<file path="src/ffba_pkg.sv">
// ============================================================================
// ffba_pkg
// Shared types and constants for the first-fit block allocator.
// ============================================================================
package ffba_pkg;

  localparam int unsigned DefMaxBlocks = 255;
  localparam int unsigned DefAddrBits  = 16;

  localparam int unsigned CmdW = 2;
  localparam int unsigned IdW  = 8;
  localparam int unsigned StW  = 2;

  localparam logic [CmdW-1:0] CMD_ALLOC = 2'd0;
  localparam logic [CmdW-1:0] CMD_FREE  = 2'd1;
  localparam logic [CmdW-1:0] CMD_FIND  = 2'd2;

  localparam logic [StW-1:0] ST_OK       = 2'd0;
  localparam logic [StW-1:0] ST_NO_SPACE = 2'd1;
  localparam logic [StW-1:0] ST_NO_ID    = 2'd2;
  localparam logic [StW-1:0] ST_NOT_FND  = 2'd3;

  // Commands from the controller to the datapath.
  typedef struct packed {
    logic load_req;   // capture the request fields
    logic rd_head;    // read the table at the head slot
    logic rd_next;    // read the table at the current next link
    logic rd_find;    // read the table at the requested id slot
    logic step;       // prev <= cur, cur <= next of cur
    logic scan_clr;   // restart the id scan
    logic scan_inc;   // advance the id scan
    logic wr_new;     // write the new entry at the free slot
    logic link_prev;  // point prev at the new slot
    logic head_new;   // make the new slot the head
    logic unlink;     // bypass cur in the chain
    logic set_used;   // mark the new slot in use
    logic clr_used;   // release the matched slot
    logic res_load;   // capture a result
    logic [StW-1:0] res_status;
    logic res_alloc;  // result fields come from the new block
    logic res_cur;    // result fields come from the current entry
  } ffba_cmd_t;

  // Status from the datapath to the controller.
  typedef struct packed {
    logic head_nil;
    logic next_nil;   // next of the entry just read is null
    logic gap_fits;   // gap between prev and the entry just read holds the request
    logic match;      // entry just read matches offset and size
    logic fits_heap;  // candidate block ends below the heap size
    logic slot_free;  // scanned id is free
    logic scan_end;   // id scan reached the last slot
    logic find_ok;    // requested id is valid and in use
  } ffba_sts_t;

endpackage

</file>
<file path="src/ffba_ctrl.sv">
// ============================================================================
// ffba_ctrl
// Command sequencer: table walk, id scan, update and result handshake.
// ============================================================================
module ffba_ctrl import ffba_pkg::*; (
  input  logic            clk,
  input  logic            rst_n,
  input  logic            in_tvalid,
  output logic            in_tready,
  input  logic [CmdW-1:0] in_cmd,
  output logic            out_tvalid,
  input  logic            out_tready,
  input  ffba_sts_t       sts,
  output ffba_cmd_t       cmd
);

  typedef enum logic [3:0] {
    S_IDLE, S_DISP, S_A_RD, S_A_CHK, S_A_FIT, S_A_SCAN, S_A_WR, S_A_LINK,
    S_F_RD, S_F_CHK, S_N_RD, S_N_CHK, S_OUT
  } state_t;

  state_t          state_r, state_nxt;
  logic [CmdW-1:0] op_r, op_nxt;
  logic            vld_r, vld_nxt;

  assign in_tready  = (state_r == S_IDLE) && !vld_r;
  assign out_tvalid = vld_r;

  // Next state and datapath commands.
  always_comb begin
    state_nxt = state_r;
    op_nxt    = op_r;
    vld_nxt   = vld_r && !out_tready;
    cmd       = '0;
    case (state_r)
      S_IDLE: begin
        if (in_tvalid && in_tready) begin
          cmd.load_req = 1'b1;
          op_nxt       = in_cmd;
          state_nxt    = S_DISP;
        end
      end
      S_DISP: begin
        case (op_r)
          CMD_ALLOC: begin
            if (sts.head_nil) state_nxt = S_A_FIT;
            else begin
              cmd.rd_head = 1'b1;
              state_nxt   = S_A_RD;
            end
          end
          CMD_FREE: begin
            if (sts.head_nil) begin
              cmd.res_load = 1'b1; cmd.res_status = ST_NOT_FND; state_nxt = S_OUT;
            end else begin
              cmd.rd_head = 1'b1; state_nxt = S_N_RD;
            end
          end
          CMD_FIND: begin
            if (sts.find_ok) begin
              cmd.rd_find = 1'b1; state_nxt = S_F_RD;
            end else begin
              cmd.res_load = 1'b1; cmd.res_status = ST_NOT_FND; state_nxt = S_OUT;
            end
          end
          default: begin
            cmd.res_load = 1'b1; cmd.res_status = ST_NOT_FND; state_nxt = S_OUT;
          end
        endcase
      end
      // Entry at cur is being read; then step prev onto it.
      S_A_RD: begin
        cmd.step  = 1'b1;
        state_nxt = S_A_CHK;
      end
      S_A_CHK: begin
        if (sts.next_nil) state_nxt = S_A_FIT;
        else begin
          cmd.rd_next = 1'b1;
          state_nxt   = S_N_CHK;
        end
      end
      // Gap test (alloc) or offset and size match test (free) against the entry after prev.
      S_N_CHK: begin
        if (op_r == CMD_ALLOC) begin
          if (sts.gap_fits) begin
            cmd.rd_head = 1'b0;
            state_nxt   = S_A_FIT;
          end else begin
            cmd.step  = 1'b1;
            state_nxt = S_A_CHK;
          end
        end else begin
          if (sts.match) begin
            cmd.unlink   = 1'b1;
            cmd.clr_used = 1'b1;
            cmd.res_load = 1'b1;
            cmd.res_cur  = 1'b1;
            cmd.res_status = ST_OK;
            state_nxt    = S_OUT;
          end else if (sts.next_nil) begin
            cmd.res_load = 1'b1; cmd.res_status = ST_NOT_FND; state_nxt = S_OUT;
          end else begin
            cmd.step    = 1'b1;
            state_nxt   = S_F_CHK;
          end
        end
      end
      S_F_CHK: begin
        cmd.rd_next = 1'b1;
        state_nxt   = S_N_CHK;
      end
      S_N_RD: state_nxt = S_N_CHK;
      S_A_FIT: begin
        if (!sts.fits_heap) begin
          cmd.res_load = 1'b1; cmd.res_status = ST_NO_SPACE; state_nxt = S_OUT;
        end else begin
          cmd.scan_clr = 1'b1;
          state_nxt    = S_A_SCAN;
        end
      end
      S_A_SCAN: begin
        if (sts.slot_free) state_nxt = S_A_WR;
        else if (sts.scan_end) begin
          cmd.res_load = 1'b1; cmd.res_status = ST_NO_ID; state_nxt = S_OUT;
        end else cmd.scan_inc = 1'b1;
      end
      S_A_WR: begin
        cmd.wr_new   = 1'b1;
        cmd.set_used = 1'b1;
        state_nxt    = S_A_LINK;
      end
      // Hook the new slot in after prev, or make it the head of an empty table.
      S_A_LINK: begin
        if (sts.head_nil) cmd.head_new = 1'b1;
        else cmd.link_prev = 1'b1;
        cmd.res_load   = 1'b1;
        cmd.res_alloc  = 1'b1;
        cmd.res_status = ST_OK;
        state_nxt      = S_OUT;
      end
      S_F_RD: begin
        cmd.res_load   = 1'b1;
        cmd.res_cur    = 1'b1;
        cmd.rd_find    = 1'b1;
        cmd.res_status = ST_OK;
        state_nxt      = S_OUT;
      end
      S_OUT: begin
        vld_nxt   = 1'b1;
        state_nxt = S_IDLE;
      end
      default: state_nxt = S_IDLE;
    endcase
  end

  // State and registered outputs.
  always_ff @(posedge clk) begin
    if (!rst_n) begin
      state_r <= S_IDLE;
      op_r    <= CMD_ALLOC;
      vld_r   <= 1'b0;
    end else begin
      state_r <= state_nxt;
      op_r    <= op_nxt;
      vld_r   <= vld_nxt;
    end
  end

  ap_no_accept_busy: assert property (@(posedge clk) disable iff (!rst_n)
    (state_r != S_IDLE) |-> !in_tready)
    else $error("input accepted while a command is in progress");
  ap_out_hold: assert property (@(posedge clk) disable iff (!rst_n)
    (vld_r && !out_tready) |=> vld_r)
    else $error("result dropped before it was taken");
  ap_single_write: assert property (@(posedge clk) disable iff (!rst_n)
    !(cmd.set_used && cmd.clr_used))
    else $error("id set and cleared in the same cycle");

endmodule
</file>
<file path="config.mk">
export PLATFORM = sky130hd
export DESIGN_NAME = ffba_ctrl
export DESIGN_NICKNAME = d
export VERILOG_FILES = /design/src/ffba_pkg.sv /design/src/ffba_ctrl.sv
export SDC_FILE = /design/constraint.sdc
export NUM_CORES = 1
export LEC_CHECK = 0
export BUFFER_PORTS_ARGS = -buffer_cell sky130_fd_sc_hd__buf_2
export CORE_MARGIN = 10
export CORE_UTILIZATION = 43
export CTS_BUF_LIST = sky130_fd_sc_hd__clkbuf_8
export DETAILED_ROUTE_END_ITERATION = 12
export GPL_TIMING_DRIVEN = 0
export PLACE_DENSITY = 0.86
export SLEW_MARGIN = 20
export SYNTH_ARGS = -nofsm -noshare
export SYNTH_HDL_FRONTEND = slang
export SYNTH_SLANG_ARGS = --single-unit
</file>
<file path="constraint.sdc">
create_clock -name clk -period 1.3 [get_ports clk]
set_input_delay 0 -clock clk [delete_from_list [all_inputs] [get_ports clk]]
set_output_delay 0 -clock clk [all_outputs]
set_load 0.1 [all_outputs]
</file>
==> impl_results.md, run 1 <==
- Yosys warning count: 0
- Clock root buffer master: sky130_fd_sc_hd__clkbuf_8
- Number of buffers inserted by port buffering: 33
- Post-synth top cells: sky130_fd_sc_hd__nor2_1, sky130_fd_sc_hd__nand2_1, sky130_fd_sc_hd__nor2b_1
- Run-stopping error: [ERROR DPL-0038] Utilization greater than 100%, impossible to legalize
- Run status: did not finish
- Cell row count: 14
- IO Count: 34
- Avg Inst Size Synth: 6.646 sq um
- Sinks on Clock Net: 7
- Stage where the run ended: clock tree synthesis
- Cell taking the most area after synthesis: sky130_fd_sc_hd__dfxtp_1
- Final HPWL from detailed placement: 2055 um
- DP Area: 1127 sq um
- Count of buffers added by post-CTS timing repair for setup: 20
- H-tree level count: 1
- Starting density of the core: 47.00%
- Number of buffers added to fix hold violations after cts: 0
- Number of synthesized flops with an enable pin: 0
- Dominant cells by area after synthesis: sky130_fd_sc_hd__dfxtp_1, sky130_fd_sc_hd__nor2_1, sky130_fd_sc_hd__nor2b_1
- Primary FF master, synth: sky130_fd_sc_hd__dfxtp_1
- Post-synthesis net count: 123
- Post-synth top area share: 19.34%
- Total CTS buffers: 3
- Gpl congestion: 0.9043
- Die height: 61.05 um
- Post-synthesis instance area: 724.4 sq um
- Post-cts sizing count: 119
- Proportion of synthesized flip-flops having asynchronous set or reset: 0%
- Number of register bits inferred by synthesis: 7
- Clock tree buffer depth: 2
- Count of distinct cell types in the synthesized netlist: 36
- Die W: 61.05 um
- Most used standard cell by instance count after synthesis: sky130_fd_sc_hd__nor2_1
- Count of mapped cells out of synthesis: 109
- Share of the yosys chip area belonging to registers: 19.34%
[cells by family after synthesis]
kind of cell,after synthesis,share of synthesized area [%]
AOI/OAI and AO/OA,25,22.80
xor gates and xnor gates,1,1.209
buffers and inverters,14,9.500
DFF,7,19.34
muxes,2,2.763
and+or+nand+nor,60,44.39
[through the flow]
stage | std cells | hold WS [ns] | worst slack, ns
2_1_floorplan | 109 | 0.1070 | -0.6934
3_3_place_gp | 158 | 0.2503 | -0.4693
3_5_place_dp | 158 | 0.2601 | -0.4789
==> inputs of run 2 (changes only) <==
Settings changed: CORE_AREA set to 10 10 71 73, CORE_MARGIN 10 to not set, CORE_UTILIZATION 43 to not set, CTS_BUF_LIST sky130_fd_sc_hd__clkbuf_8 to not set, DIE_AREA set to 0 0 81 83, PLACE_DENSITY 0.86 to not set, PLACE_DENSITY_LB_ADDON set to 0.15.
Clock period 1.3 ns to 1.69 ns, I/O delays scaled along.
==> run 2 against run 1 <==
  * Synthesized cell count stayed put
  * Synthesized area stayed put
  * The flow now finishes, with violations (setup timing)
==> impl_results.md, run 2 <==
- Die height: 83 um
- Worst-Margin Slew: 0.4956 ns
- Final worst slack: -0.02153 ns
- Post-synthesis net count: 123
- Most frequent standard cell in the layout excluding fill and tap cells: sky130_fd_sc_hd__buf_2
- Post-synthesis instance area: 724.4 sq um
- Cell row count: 22
- Worst IR Drop VDD: 1.479 mV
- Number of buffers inserted by port buffering: 33
- Leakage power summed over all cells: 0.5740 nW
- Via density: 4.710
- Number of max-slew violations in the final report: 0
- DRC Markers: 0
- Aggregate global-route resource usage: 8.339%
- Ratio of cells with drive above 1 in the final layout: 55.26%
- Antenna-violating nets left: 0
- Cell taking the most area after synthesis: sky130_fd_sc_hd__dfxtp_1
- Hold crit path type: input pin to flop
- Critical Path Start Type: flop
- Metal1 wirelength: 1313 um
- Via count: 942
- Origin of the critical flop-to-flop path: state_r[1]
- Die W: 81 um
- Fin nets: 167
- Total Routed Length: 2840 um
- Worst r2r path cells: 6
- Clock root buffer master: sky130_fd_sc_hd__clkbuf_8
- Vias in the first global route: 954
- Failing checks: setup timing
- Number of synthesized flops with an enable pin: 0
- Number of register bits inferred by synthesis: 7
- Latest clock arrival within the worst-skew pair: 0.23 ns
- Worst max-slew margin expressed relative to the limit: 67.18%
- Die ar.: 6723 sq um
- Post-route minimum period: 1.712 ns
- Critical register-to-register path endpoint: state_r[0]
- Wirelength per Cell: 14.20 um
- Total CTS buffers: 3
- Count of mapped cells out of synthesis: 109
- Worst Setup End Kind: primary output
- Max FFs per register: 4
- Critical path endpoint: cmd[13]
- Primary FF master, synth: sky130_fd_sc_hd__dfxtp_1
- Final HPWL from detailed placement: 2319 um
- Worst Clk Skew: 0.006898 ns
- Post-synth top area share: 19.34%
- Clock tree buffer depth: 2
- Final-report hold violation count: 0
- Unrepaired setup endpoints after global routing: yes
- Post-Route Utilization: 37.16%
- Pwr/cell area: 2144 nW/um^2
- Max_cap viols: 0
- CP Launch Point: op_r[1]
- Non-Filler Cell Area, Final: 1350 sq um
- Gpl congestion: 0.8574
- Total global routing overflow: 0
- Initial DRT Pass Iterations: 4
- Achievable frequency: 584.3 MHz
- Overall power consumption: 0.002894 W
- Yosys warning count: 0
- Setup Viol. Count Final: 1
- Register with the highest flop count: state_r
- IO Count: 34
- DP Area: 1096 sq um
- Avg Inst Size Synth: 6.646 sq um
- Initial detailed-routing violation count: 50
- Starting density of the core: 19.94%
- Count of distinct cell types in the synthesized netlist: 36
- Dominant cells by area after synthesis: sky130_fd_sc_hd__dfxtp_1, sky130_fd_sc_hd__nor2_1, sky130_fd_sc_hd__nor2b_1
- Wire length of the first global-routing pass: 4574 um
- Most used cells in the layout excluding fill and tap cells: sky130_fd_sc_hd__buf_2, sky130_fd_sc_hd__buf_4, sky130_fd_sc_hd__nor2_1, sky130_fd_sc_hd__nor2b_1
- Most used standard cell by instance count after synthesis: sky130_fd_sc_hd__nor2_1
- Routed length on met3: 215 um
- Tcrit/Tclk final: 101.3%
- # diodes: 0
- Core region area: 3633 sq um
- Worst Path Class, Setup: flop to primary output
- Required arrival time at the worst endpoint: 1.69 ns
- Maximum number of pins on one net before global-route repair: 11
- Met2 wire len: 1311 um
- Top layer reached by signal wires: met3
- Post-synth top cells: sky130_fd_sc_hd__nor2_1, sky130_fd_sc_hd__nand2_1, sky130_fd_sc_hd__nor2b_1
- Fin Setup TNS: -0.02153 ns
- Number of antenna violations at the first check in global routing: 0
- Maximum fanout along the worst path: 8
- Proportion of synthesized flip-flops having asynchronous set or reset: 0%
- Register-to-register path setup slack: 0.19 ns
- Area Overhead vs Synth: 86.36%
- Clock tree from TritonCTS: done
- Share of the yosys chip area belonging to registers: 19.34%
- Run status: finished with violations
- Clock-pin slew on the worst setup and hold paths: 0.04 ns
- H-tree level count: 1
- Sinks on Clock Net: 7
- Arrival time at the worst endpoint: 1.71 ns
-- run 2: cell counts after synthesis --
Identical to the previous run, type by type.
-- run 2: cell families after synthesis --
family,synth area share (%)
compound gates,22.80
xor+xnor,1.209
buf+inv,9.500
flops,19.34
mux,2.763
simple gates,44.39
-- run 2: through the flow --
step                      setup slack [ns]  hold slack, ns  instances
final                             -0.02153         0.03688        200
after global routing              -0.09052         0.04586        200
after CTS                         -0.05808         0.03967        197
after detailed placement          -0.08164          0.2729        190
after global placement            -0.08473          0.2554        190
after floorplan                    -0.3757          0.1070        109
-- run 2: what timing repair did --
| action | 4_1_cts | 5_1_grt |
|---|---|---|
| resized for setup | 36 | 15 |
| endpoints found under the setup margin | 14 | 11 |
| hold buffers | 0 | 0 |
| setup buffers | 3 | 3 |
| pin swaps | 4 | 3 |
-- run 2: per-layer routing --
metal,vias to the layer above,track usage [%]
li1,472,-
met1,443,10.46
met2,27,12.97
met3,0,3.233
met4,0,1.878
met5,-,0
-- run 2: final cells by class --
cell class | count | area, sq um
Inverter | 7 | 30.03
Buffer | 7 | 73.82
Tap cell | 48 | 60.06
Timing Repair Buffer | 39 | 312.8
Clock inverter | 1 | 5.005
Clock buffer | 3 | 41.29
Fill cell | 388 | 2283
Multi-Input combinational cell | 88 | 670.6
Sequential cell | 7 | 156.4
-- run 2: power by group --
part           internal, W  total [W]  switching [W]
Combinational     0.000758    0.00231        0.00155
Clock             0.000160   0.000234      0.0000742
Sequential        0.000249   0.000353       0.000103
-- run 2: worst min-delay path by stage --
stage / startpoint / to / slack (ns) / depth (start not counted)
after CTS: in_cmd[1] / op_r[1] / 0.04 / 3
after detailed placement: in_cmd[1] / op_r[1] / 0.27 / 3
final: in_cmd[1] / op_r[1] / 0.04 / 3
after global placement: in_cmd[0] / op_r[0] / 0.26 / 3
after floorplan: sts[7] / cmd[9] / 0.11 / 1
after global routing: rst_n / state_r[1] / 0.05 / 2
-- run 2: worst max-delay path, cell delays in order (launching register included) --
cell and delay [ns]:
sky130_fd_sc_hd__dfxtp_2 0.31, sky130_fd_sc_hd__buf_6 0.13, sky130_fd_sc_hd__or3_4 0.34, sky130_fd_sc_hd__o31ai_4 0.08, sky130_fd_sc_hd__nand3_2 0.13, sky130_fd_sc_hd__a211oi_4 0.29
sky130_fd_sc_hd__buf_12 0.21
(Power assumes the default switching activity.)
